### src/hdl/assert_macros.svh
// Assertion macros used by the SPI allocator RTL.
// Depends on nothing; included by the files that carry assertions.
`ifndef ASSERT_MACROS_SVH
`define ASSERT_MACROS_SVH

// Same-cycle implication, disabled while reset is asserted.
`define ASSERT_IMPLIES(label, clk, rst_n, ante, cons, msg) \
  label: assert property (@(posedge clk) disable iff (!rst_n) (ante) |-> (cons)) \
    else $error(msg);

// Next-cycle implication, disabled while reset is asserted.
`define ASSERT_NEXT(label, clk, rst_n, ante, cons, msg) \
  label: assert property (@(posedge clk) disable iff (!rst_n) (ante) |=> (cons)) \
    else $error(msg);

`endif

### src/hdl/tsa_pkg.sv
// Package of the tunnel SPI allocator: sizes, codes, state and bus types.
// Depends on nothing; used by every module of the block.
`default_nettype none

package tsa_pkg;

  // Table geometry and reference count width.
  localparam int unsigned TABLE_ENTRIES = 64;
  localparam int unsigned REF_BITS      = 16;
  localparam int unsigned IDX_W         = $clog2(TABLE_ENTRIES);
  localparam int unsigned CNT_W         = $clog2(TABLE_ENTRIES + 1);
  localparam int unsigned ADDR_W        = 128;
  localparam int unsigned SPI_W         = 32;

  localparam logic [SPI_W-1:0]    SPI_LOWEST  = 32'h0000_0001;
  localparam logic [SPI_W-1:0]    SPI_HIGHEST = 32'hffff_ffff;
  localparam logic [REF_BITS-1:0] REFS_MAX    = {REF_BITS{1'b1}};

  // Request codes; the unused code behaves as a lookup.
  typedef enum logic [1:0] {
    REQ_LOOKUP  = 2'd0,
    REQ_ALLOC   = 2'd1,
    REQ_RELEASE = 2'd2
  } req_t;

  // Result status codes.
  typedef enum logic [2:0] {
    ST_FOUND     = 3'd0,
    ST_NOT_FOUND = 3'd1,
    ST_NEW       = 3'd2,
    ST_REF_ADDED = 3'd3,
    ST_FULL      = 3'd4,
    ST_RELEASED  = 3'd5,
    ST_REMOVED   = 3'd6,
    ST_FREE_MISS = 3'd7
  } status_t;

  // Sequencer states.
  typedef enum logic [2:0] {
    S_IDLE,
    S_SCAN,
    S_DECIDE,
    S_PROBE,
    S_PROBE_END
  } state_t;

  // Access to the entry table: one read and one write port.
  typedef struct packed {
    logic                rd_en;
    logic [IDX_W-1:0]    rd_idx;
    logic                wr_en;
    logic [IDX_W-1:0]    wr_idx;
    logic [ADDR_W-1:0]   wr_addr;
    logic [SPI_W-1:0]    wr_spi;
    logic [REF_BITS-1:0] wr_refs;
    logic                wr_valid;
  } tbl_req_t;

  // Registered read data of the entry table.
  typedef struct packed {
    logic                rvalid;
    logic [IDX_W-1:0]    ridx;
    logic                valid;
    logic [ADDR_W-1:0]   addr;
    logic [SPI_W-1:0]    spi;
    logic [REF_BITS-1:0] refs;
  } tbl_rsp_t;

  // Outcome of the shared compare unit.
  typedef struct packed {
    logic addr_hit;
    logic spi_hit;
  } cmp_res_t;

endpackage

`default_nettype wire

### src/hdl/tsa_cmp.sv
// Shared compare unit: matches one table entry against the request address
// and the SPI candidate. Depends on tsa_pkg.
`default_nettype none

module tsa_cmp (
  input  wire logic [tsa_pkg::ADDR_W-1:0] key_addr,
  input  wire logic [tsa_pkg::SPI_W-1:0]  cand_spi,
  input  wire tsa_pkg::tbl_rsp_t          rsp,
  output tsa_pkg::cmp_res_t               res
);

  logic live;

  // Only a read that returned a valid entry can match.
  assign live = rsp.rvalid && rsp.valid;

  assign res.addr_hit = live && (rsp.addr == key_addr);
  assign res.spi_hit  = live && (rsp.spi == cand_spi);

endmodule

`default_nettype wire

### config.mk
export PLATFORM = sky130hd
export DESIGN_NAME = tsa_cmp
export DESIGN_NICKNAME = d
export VERILOG_FILES = /design/src/hdl/assert_macros.svh /design/src/hdl/tsa_pkg.sv /design/src/hdl/tsa_cmp.sv
export SDC_FILE = /design/constraint.sdc
export NUM_CORES = 1
export LEC_CHECK = 0
export BUFFER_PORTS_ARGS = -buffer_cell sky130_fd_sc_hd__buf_2
export CORE_AREA = 2 2 136 138
export DETAILED_ROUTE_END_ITERATION = 8
export DIE_AREA = 0 0 138 140
export PLACE_DENSITY_LB_ADDON = 0.12
export REMOVE_ABC_BUFFERS = 1
export SYNTH_ARGS = -nofsm -noshare
export SYNTH_HDL_FRONTEND = slang
export SYNTH_SLANG_ARGS = --single-unit
### constraint.sdc
create_clock -name vclk -period 2.97
set_input_delay 0.891 -clock vclk [all_inputs]
set_output_delay 0.891 -clock vclk [all_outputs]
set_load 0.02 [all_outputs]
# ---- Yosys cells after proc, flatten, opt, wreduce, memory -nomap -nowiden
# Index checks and enable logic that the tools add are counted.
dict set report classes {
  eq_ne 2
  n_reduce_logical 3
}
# cell count
set ops {}
lappend ops {{$eq 128x128->1} 1}
lappend ops {{$eq 32x32->1} 1}
lappend ops {{$logic_and 1x1->1} 3}
dict set report word_totals {
  regBits 0
  output_inout_bits 2
  word_cells 5
}

# ---- Depth between registers and ports, before layout
# Gate-level depths: netlist of the first run.
dict set report depth {
  word_depth 2
  mapped_depth 6
}

# ---- Least setup slack after synthesis of the first run
# OpenSTA, ideal clock, no wires.
dict set report synth_path {
  kind {input port to output port}
  startpoint {in cand_spi[25] (netlist bit)}
  endpoint {out res[0] (netlist bit)}
  t_arrival_ns 2.437
  required_time_ns 2.079
  slack_ns -0.358
  cell_stages 5
  path_buffers 0
  cell_sequence {xor2_1 > nor4_1 > nand4_1 > or4_4 > nor4_2}
}
# element line_no
set synth_lines {}
lappend synth_lines {{start, declared} tsa_cmp.sv:7} ;# input wire logic [tsa_pkg::SPI_W-1:0] cand_spi,
lappend synth_lines {{end, declared} tsa_cmp.sv:9} ;# output tsa_pkg::cmp_res_t res

==> summary.md, run 1 <==
| Metric | Value |
|---|---|
| Status | `finished, violations left` |
| Failing checks | `setup timing` |
| Syn avg cell area | `7.04 µm²` |
| Power Total | `0.557 mW` |
| Avg Vias per Cell | `3.75` |
| Mapped Cells | `273` |
| Placed instance area | `0.00430 mm²` |
| First-pass GRT wire length | `18600 µm` |
| Post-Layout Inst Area | `0.00445 mm²` |
| FILL cells | `2028` |
| WS Path Type | `in -> out` |
| Via count | `3337` |
| I/O Buffers | `324` |
| Die H | `140 µm` |
| 1st-iter DRT viols | `55` |
| Initial antenna violation count | `0` |
| Multi-input gate area | `0.00184 mm²` |
| Post-DRT Antenna Nets | `0` |
| Setup TNS | `-820 ps` |
| Utilization after layout | `0.250` |
| Post-DP HPWL | `12200 µm` |
| Distinct cell type count after synthesis | `26` |
| GRT Total Usage | `0.120` |
| GRT Residual Overflow | `0` |
| WP data arrival | `2510 ps` |
| Total Routed Length | `12700 µm` |
| Max_slew headroom | `0.694` |
| Static Leak | `2.41 nW` |
| Seq_cells | `0` |
| Final hold slack | `2230 ps` |
| Maxcap violations | `0` |
| Non-filler cells, final | `889` |
| Critical path data required time | `2080 ps` |
| Hold Buf Count CTS | `0` |
| CLK BUF | `0` |
| Mapped Area | `0.00192 mm²` |
| Synth Area in XOR/XNOR | `0.474` |
| Seq/Total Area, Yosys | `0` |
| VDD IR max | `0.0000410 V` |
| Largest family of logic cells by synthesized area | `XOR/XNOR gates` |
| Reg area | `0 µm²` |
| Max Fanout on Critical Path | `1` |
| Post-layout worst setup margin | `-432 ps` |
| Startpoint types | `primary input` |
| FP Rows | `49` |
| Dpl cells | `889` |
| Crit share post-route | `1.15` |
| Setup Fix Bufs, Post-CTS | `0` |
| Die area | `0.0193 mm²` |
| Placer Congestion | `0.783` |
| Yosys warnings | `0` |
| Layout cells sized above 1 | `0.611` |
| Max Fclk | `0.294 GHz` |
| Initial DRT Pass Iterations | `4` |
| Endpoint class of the critical path | `output pin` |
| Routed len/inst | `14.3 µm` |
| Worst stage delay on the critical path | `560 ps` |
| Core Region | `0.0178 mm²` |
| Synth Area in Simple Gates | `0.208` |
| Post-synthesis mux area share | `0` |
| Final Slew Violations | `0` |
| Unrepaired setup endpoints after global routing | `true` |
| P per Cell Area | `125 mW/mm²` |
| Synth-to-Final Area Change | `132%` |
| DP Worst Slack | `-852 ps` |
| Hold crit path type | `in -> out` |
| Fin crit period | `3400 ps` |
| Die X | `138 µm` |
| Diodes inserted | `0` |
| Number of global-route vias before repair | `3686` |
| Final Hold Violating Endpoints | `0` |
| Final Setup Violations | `2` |
| Critical Path Slowest Stage Cell | `or4_4` |
| I/O Pins | `346` |
| Largest net degree at the start of global routing | `3` |
| Adder-cell share of the synthesized area | `0` |
| DRC | `0` |
| Compound-cell area share of the yosys netlist | `0.216` |
| Initial Util | `0.108` |
| Worst-margin pin slew | `455 ps` |
| Worst path cell trace | `buf_6 > xor2_1 > nor4_2 > nand4_1 > or4_4 > nor4_4 > buf_4` |
| Final Net Count | `1006` |
[report_power, final]
| part | leakage (nW) | internal [mW] | switching (mW) | total, mW |
|---|---|---|---|---|
| clock network | 0 | 0 | 0 | 0 |
| registers | 0 | 0 | 0 | 0 |
| logic | 2.41 | 0.330 | 0.227 | 0.557 |
[cells in the final DEF (no fill, tap or decap), drive strengths merged, types with 3 or more instances in the layout]
cell,synthesis,final
nand4,17,17
nand3,3,3
nor3,4,4
nor2,3,3
nor2b,5,5
nand2b,9,9
nand2,3,3
o2bb2ai,7,7
nor4,18,18
a221oi,13,13
o221ai,3,3
o2111ai,3,3
xor2,58,58
xnor2,46,46
buf,0,387
o22ai,17,17
inv,52,52
a2111oi,3,3
[cell type report]
| class | instances | share of cell area |
|---|---|---|
| Timing Repair Buffer | 387 | 0.478 |
| Multi-Input combinational cell | 221 | 0.413 |
| Tap cell | 229 | 0.0644 |
| Inverter | 52 | 0.0439 |
[Yosys cell counts]
cell type  instances  share of area
inv_1             52           0.10
nor2b_1            5          0.016
a222oi_1           1         0.0052
nor4_1            17          0.055
a2111o_1           1         0.0059
o2111ai_1          3          0.014
o2bb2ai_1          7          0.032
xnor2_1           46           0.21
a22oi_1            2         0.0078
nor2_1             3         0.0059
a221oi_1          13          0.059
nor4_2             1         0.0065
nand2_1            3         0.0059
nand4_1           17          0.055
a2111oi_0          3          0.014
and4_1             1         0.0046
nand2b_1           9          0.029
xor2_1            58           0.26
a22o_1             1         0.0046
o221ai_1           3          0.014
nand3_1            3         0.0078
and4b_1            1         0.0052
nor3_1             4          0.010
a2bb2oi_1          1         0.0046
or4_4              1         0.0059
o22ai_1           17          0.055
[kinds of logic after synthesis]
kind of cell,Yosys count
AOI/OAI and AO/OA,52
buffers and inverters,52
and+or+nand+nor,65
xor gates and xnor gates,104
[worst paths after layout]
kind | from | to | slack (ps) | cells after the start
hold / removal | rsp[33] | res[0] | 2230 | 5
setup / recovery | cand_spi[7] | res[0] | -430 | 7
[worst max-delay path: cells and delay by family]
kind	cells	cell delay (ps)
buf+inv	2	270
xor+xnor	1	160
simple gates	4	1200
[layer usage]
| layer | wire [µm] | vias up | global-route usage |
|---|---|---|---|
| met5 | 0 | - | 0 |
| met1 | 5050 | 1438 | 0.139 |
| met3 | 773 | 2 | 0.0174 |
| met2 | 6870 | 143 | 0.243 |
| met4 | 29 | 0 | 0.00215 |
| li1 | - | 1754 | - |
[repair_timing]
item                       CTS  global route
setup endpoints to repair    2             2
pin swaps                    4             1
resized for setup           20             6
gates cloned                 0             0
Power figures use the tool's default switching activity.
==> run 2: changes to the inputs <==
--- a/config.mk
+++ b/config.mk
@@ -5,10 +5,11 @@
 export SDC_FILE = /design/constraint.sdc
 export NUM_CORES = 1
 export LEC_CHECK = 0
+export ABC_AREA = 1
 export BUFFER_PORTS_ARGS = -buffer_cell sky130_fd_sc_hd__buf_2
-export CORE_AREA = 2 2 136 138
+export CORE_AREA = 2 2 135 137
 export DETAILED_ROUTE_END_ITERATION = 8
-export DIE_AREA = 0 0 138 140
+export DIE_AREA = 0 0 137 139
 export PLACE_DENSITY_LB_ADDON = 0.12
 export REMOVE_ABC_BUFFERS = 1
 export SYNTH_ARGS = -nofsm -noshare
==> run 2 against run 1 <==
Compared with the run above: the flow now finishes without violations; hold slack improved by 46 ps; cell area rose by 6.2%; global-route usage rose by 0.54 points; combinational power fell by 0.9%; via count rose by 25%.
==> summary.md, run 2 <==
| Metric | Value |
|---|---|
| Placer Congestion | `0.792 (was 0.783)` |
| Final Net Count | `1248 (was 1006)` |
| Layout cells sized above 1 | `0.424 (was 0.611)` |
| Endpoint class of the critical path | `output pin (unchanged)` |
| Post-synth top area cell | `nand2_1 (was xor2_1)` |
| First-pass GRT wire length | `18800 µm (was 18600 µm)` |
| Post-DRT Antenna Nets | `0 (unchanged)` |
| Number of global-route vias before repair | `4131 (was 3686)` |
| Post-synth top area share | `0.309 (was 0.264)` |
| Seq_cells | `0 (unchanged)` |
| VDD IR max | `0.0000540 V (was 0.0000410 V)` |
| Initial antenna violation count | `3 (was 0)` |
| Post-DP HPWL | `12500 µm (was 12200 µm)` |
| Dpl cells | `1131 (was 889)` |
| Syn avg cell area | `4.48 µm² (was 7.04 µm²)` |
| Most common cell in the netlist | `nand2_1 (was xor2_1)` |
| M1 wire length | `5100 µm (was 5050 µm)` |
| Power Total | `0.552 mW (was 0.557 mW)` |
| Worst-margin pin slew | `256 ps (was 455 ps)` |
| Final Setup Violations | `0 (was 2)` |
| Core Region | `0.0177 mm² (was 0.0178 mm²)` |
| Routed len/inst | `11.4 µm (was 14.3 µm)` |
| Unrepaired setup endpoints after global routing | `true (unchanged)` |
| Largest net degree at the start of global routing | `3 (unchanged)` |
| Final Hold Violating Endpoints | `0 (unchanged)` |
| Critical path data required time | `2080 ps (about the same)` |
| Synth top area cells | `nand2_1, inv_1, nor2_1, xnor2_1, o21ai_0 (was xor2_1, xnor2_1, inv_1, a221oi_1, nand4_1)` |
| Max Fclk | `0.341 GHz (was 0.294 GHz)` |
| Startpoint types | `primary input (unchanged)` |
| Static Leak | `2.97 nW (was 2.41 nW)` |
| Final hold slack | `2270 ps (was 2230 ps)` |
| GRT Residual Overflow | `0 (unchanged)` |
| Top Metal Used | `met4 (unchanged)` |
| Non-filler cells, final | `1134 (was 889)` |
| Hold crit path type | `in -> out (unchanged)` |
| Crit share post-route | `0.989 (was 1.15)` |
| Max Fanout on Critical Path | `2 (was 1)` |
| Initial Util | `0.145 (was 0.108)` |
| 1st-iter DRT viols | `70 (was 55)` |
| Reg area | `0 µm² (unchanged)` |
| Mapped Area | `0.00255 mm² (was 0.00192 mm²)` |
| WP data arrival | `2050 ps (was 2510 ps)` |
| Met3 wire len | `1060 µm (was 773 µm)` |
| Fin crit period | `2940 ps (was 3400 ps)` |
| Synth-to-Final Area Change | `85.0% (was 132%)` |
| Utilization after layout | `0.268 (was 0.250)` |
| Yosys warnings | `0 (unchanged)` |
| Post-Layout Inst Area | `0.00473 mm² (was 0.00445 mm²)` |
| Die X | `137 µm (was 138 µm)` |
| I/O Buffers | `324 (unchanged)` |
| Mapped Cells | `570 (was 273)` |
| Seq/Total Area, Yosys | `0 (unchanged)` |
| Maxcap violations | `0 (unchanged)` |
| Status | `finished, final reports clean (was finished, violations left)` |
| Final Slew Violations | `0 (unchanged)` |
| Initial DRT Pass Iterations | `4 (unchanged)` |
| CLK BUF | `0 (unchanged)` |
| Commonest cells post-synth | `nand2_1, inv_1, nor2_1, o21ai_0, xnor2_1 (was xor2_1, inv_1, xnor2_1)` |
| Most common cell after layout, fill and taps aside | `buf_2 (unchanged)` |
| Placed instance area | `0.00452 mm² (was 0.00430 mm²)` |
| WS Path Type | `in -> out (unchanged)` |
| Die area | `0.0190 mm² (was 0.0193 mm²)` |
| DRC | `0 (unchanged)` |
| I/O Pins | `346 (unchanged)` |
| Hold Buf Count CTS | `0 (unchanged)` |
| Via count | `4182 (was 3337)` |
| Most frequent cells in the layout | `buf_2, nand2_1, inv_1 (was buf_2, buf_4, xor2_1)` |
| GRT Total Usage | `0.125 (was 0.120)` |
| Max_slew headroom | `0.827 (was 0.694)` |
| FP Rows | `49 (unchanged)` |
| Met2 wire length | `6510 µm (was 6870 µm)` |
| P per Cell Area | `117 mW/mm² (was 125 mW/mm²)` |
| Distinct cell type count after synthesis | `17 (was 26)` |
| Total Routed Length | `13000 µm (was 12700 µm)` |
| Avg Vias per Cell | `3.69 (was 3.75)` |
| Die H | `139 µm (was 140 µm)` |
-- run 2: cell types whose count changed after synthesis, moves of 13 or more --
cell / delta
nor4_1: -16
o21ai_0: +45
a221oi_1: -13
nand4_1: -14
nand2_1: +207
xor2_1: -38
inv_1: +83
nor2_1: +85
-- run 2: path summary, 6_finish.rpt --
| kind | from | end | slack [ps] | cells after the start |
|---|---|---|---|---|
| max | rsp[97] | res[1] | 30 | 12 |
| min | cand_spi[30] | res[0] | 2270 | 6 |
-- run 2: cells by family after synthesis --
| kind of cell | count (synthesis) | synth area share |
|---|---|---|
| buf+inv | 135 | 0.198 |
| xor+xnor | 55 | 0.189 |
| compound gates | 62 | 0.133 |
| simple gates | 318 | 0.480 |
-- run 2: final cells by class --
| type | instances | area (µm²) |
|---|---|---|
| fill | 2163 | 12900 |
| multi-input combinational | 435 | 2150 |
| timing repair buffer | 332 | 1770 |
| inverter | 135 | 512 |
| tap | 229 | 287 |
| antenna | 3 | 7.51 |
-- run 2: through the flow --
| stage | setup slack (ps) | setup TNS [ps] |
|---|---|---|
| 2_1_floorplan | 340 | 0 |
| 3_3_place_gp | -71.3 | -71.3 |
| 3_5_place_dp | -62.7 | -62.7 |
| 4_1_cts | 9.34 | 0 |
| 5_1_grt | -105 | -105 |
| 6_report | 33.4 | 0 |
-- run 2: power breakdown --
| part | switching (mW) | internal (mW) |
|---|---|---|
| logic | 0.252 | 0.300 |
| clock network | 0 | 0.000000135 |
| registers | 0 | 0 |
-- run 2: layer usage --
layer  vias up  GRT usage
met4         0     0.0260
met2       183      0.246
met5         -          0
met3        20     0.0194
li1       2347          -
met1      1632      0.138
-- run 2: worst max-delay path, stage by stage --
cell,delay (ps)
buf_2,80
inv_1,40
nand2_1,90
o21ai_0,90
nor2_1,90
nand2_1,70
nor2_2,120
nand2_1,80
nor2_2,130
nand3_2,110
nor2_2,140
buf_6,120
-- run 2: repair_timing --
item	in CTS	in global routing
resized for setup	5	76
endpoints found under the setup margin	1	1
setup buffers	0	0
endpoints found under the hold margin	0	0
pin swaps	1	50
==> run 3: changes to the inputs <==
--- a/config.mk
+++ b/config.mk
@@ -11,6 +11,7 @@
 export DETAILED_ROUTE_END_ITERATION = 8
 export DIE_AREA = 0 0 137 139
 export PLACE_DENSITY_LB_ADDON = 0.12
+export RECOVER_POWER = 50
 export REMOVE_ABC_BUFFERS = 1
 export SYNTH_ARGS = -nofsm -noshare
 export SYNTH_HDL_FRONTEND = slang
==> run 3 against run 2 <==
Compared with the run above: non-clock buffer count unchanged; via count unchanged; wire length about the same; cell count unchanged; sequential share of layout area unchanged; hold slack improved by 15 ps; total power about the same; critical path type unchanged; largest power group unchanged.
==> summary.md, run 3 (synthesized netlist as in run 2, its figures left out) <==
| Metric | Value |
|---|---|
| Status | `finished, final reports clean (unchanged)` |
| Non-filler cells, final | `1134 (unchanged)` |
| Startpoint types | `primary input (unchanged)` |
| Final Setup Violations | `0 (unchanged)` |
| Via count | `4182 (unchanged)` |
| GRT Total Usage | `0.125 (unchanged)` |
| I/O Buffers | `324 (unchanged)` |
| Static Leak | `2.97 nW (about the same)` |
| Placed instance area | `0.00452 mm² (unchanged)` |
| Global route hottest layer | `met2 (unchanged)` |
| Sequential cell fraction of total power | `0 (about the same)` |
| Total Routed Length | `13000 µm (about the same)` |
| GRT Residual Overflow | `0 (unchanged)` |
| First-pass GRT wire length | `18800 µm (unchanged)` |
| Clock network fraction of design power | `0 (about the same)` |
| Unrepaired setup endpoints after global routing | `true (unchanged)` |
| Setup TNS | `0 ps (unchanged)` |
| P per Cell Area | `117 mW/mm² (about the same)` |
| Endpoint class of the critical path | `output pin (unchanged)` |
| Die area | `0.0190 mm² (unchanged)` |
| Hold Buf Count CTS | `0 (unchanged)` |
| Seq_cells | `0 (unchanged)` |
| Post-DRT Antenna Nets | `0 (unchanged)` |
| Die H | `139 µm (unchanged)` |
| Utilization after layout | `0.268 (about the same)` |
| Hold crit path type | `in -> out (unchanged)` |
| GR Util met1 | `0.138 (unchanged)` |
| Final Slew Violations | `0 (unchanged)` |
| Final Net Count | `1248 (unchanged)` |
| Core Region | `0.0177 mm² (unchanged)` |
| Critical path data required time | `2080 ps (about the same)` |
| Worst path cell trace | `buf_2 > inv_1 > nand2_1 > o21ai_0 > nor2_1 > nand2_1 > nor2_2 > nand2_1 > nor2_2 > nand3_2 > nor2_2 > buf_6 (unchanged)` |
| Most frequent cells in the layout | `buf_2, nand2_1, inv_1 (unchanged)` |
| Post-Layout Inst Area | `0.00473 mm² (about the same)` |
| Initial antenna violation count | `3 (unchanged)` |
| Reg area | `0 µm² (unchanged)` |
| Post-DP HPWL | `12500 µm (unchanged)` |
| Final Hold Violating Endpoints | `0 (unchanged)` |
| Pint | `0.300 mW (unchanged)` |
| Met2 Resource Use GR | `0.246 (unchanged)` |
| Logic gate share of total power | `1.000 (about the same)` |
| Dpl cells | `1131 (unchanged)` |
| Avg Vias per Cell | `3.69 (unchanged)` |
| WS Path Type | `in -> out (unchanged)` |
| Worst stage delay on the critical path | `140 ps (about the same)` |
| Placer Congestion | `0.792 (unchanged)` |
| DP Worst Slack | `-62.7 ps (unchanged)` |
| Die X | `137 µm (unchanged)` |
| Post-layout worst setup margin | `33.4 ps (unchanged)` |
| Max_slew headroom | `0.827 (unchanged)` |
| Most common cell after layout, fill and taps aside | `buf_2 (unchanged)` |
| Critical Path End | `res[1] (unchanged)` |
| 1st-iter DRT viols | `70 (unchanged)` |
| WP data arrival | `2050 ps (about the same)` |
| Synth-to-Final Area Change | `85.0% (about the same)` |
| Switch share | `0.456 (about the same)` |
| Max Fanout on Critical Path | `2 (unchanged)` |
| VDD IR max | `0.0000540 V (about the same)` |
| DRC | `0 (unchanged)` |
| Setup Fix Bufs, Post-CTS | `0 (unchanged)` |
| I/O Pins | `346 (unchanged)` |
| Met3 Use GR | `0.0194 (unchanged)` |
| Initial Util | `0.145 (unchanged)` |
| Number of global-route vias before repair | `4131 (unchanged)` |
| CP startpoint | `rsp[97] (unchanged)` |
| NetSw | `0.252 mW (about the same)` |
| Critical Path Slowest Stage Cell | `nor2_2 (unchanged)` |
| Layout cells sized above 1 | `0.422 (was 0.424)` |
| Max Fclk | `0.341 GHz (unchanged)` |
| FP Rows | `49 (unchanged)` |
| Routed len/inst | `11.4 µm (about the same)` |
| Largest net degree at the start of global routing | `3 (unchanged)` |
| CLK BUF | `0 (unchanged)` |
| Worst-margin pin slew | `256 ps (unchanged)` |
| Initial DRT Pass Iterations | `4 (unchanged)` |
| Fin crit period | `2940 ps (unchanged)` |
| Maxcap violations | `0 (unchanged)` |
| Crit share post-route | `0.989 (unchanged)` |
## run 3: cell count changes in the layout (fill, tap and decap cells not counted)
| cell | delta |
|---|---|
| clkbuf_1 | +1 |
| buf_2 | -1 |
## run 3: final cells by class
type	count	area (µm²)
repair buffers	332	1770
multi-input cells	435	2150
diodes	3	7.51
inverters	135	512
well taps	229	287
fillers	2164	12900
## run 3: metal layers
layer  routed length (µm)  vias up
met5                    0        -
met4                  297        0
met1                 5100     1632
met3                 1060       20
met2                 6500      183
li1                     -     2347
## run 3: timing repair
action	4_1_cts	5_1_grt
gates resized for setup	5	76
setup endpoints to repair	1	1
pin swaps	1	50
## run 3: through the flow
stage / hold slack, ps / total power [mW]
4_1_cts: 2280 / 0.534
2_1_floorplan: 2040 / 0.229
3_3_place_gp: 2270 / 0.528
5_1_grt: 2320 / 0.633
3_5_place_dp: 2280 / 0.531
6_report: 2290 / 0.552
## run 3: worst max-delay path: cells and delay by family
kind / cells / cell delay [ps]
and+or+nand+nor: 8 / 830
AOI/OAI and AO/OA: 1 / 90
buffers and inverters: 3 / 240
## run 3: power groups by stage
stage,Sequential [mW],Clock (mW),Combinational (mW)
4_1_cts,0,0,0.534
2_1_floorplan,0,0,0.229
3_5_place_dp,0,0,0.531
3_3_place_gp,0,0,0.528
6_report,0,0.000000135,0.552
5_1_grt,0,0.000000135,0.633
## run 3: how the worst min path moves through the flow
stage / cells past startpoint / end / from / slack [ps]
2_1_floorplan: 4 / res[0] / cand_spi[30] / 2040
3_3_place_gp: 6 / res[0] / cand_spi[30] / 2270
3_5_place_dp: 6 / res[0] / cand_spi[30] / 2280
4_1_cts: 6 / res[0] / cand_spi[30] / 2280
5_1_grt: 7 / res[0] / rsp[18] / 2320
6_report: 6 / res[0] / cand_spi[30] / 2290
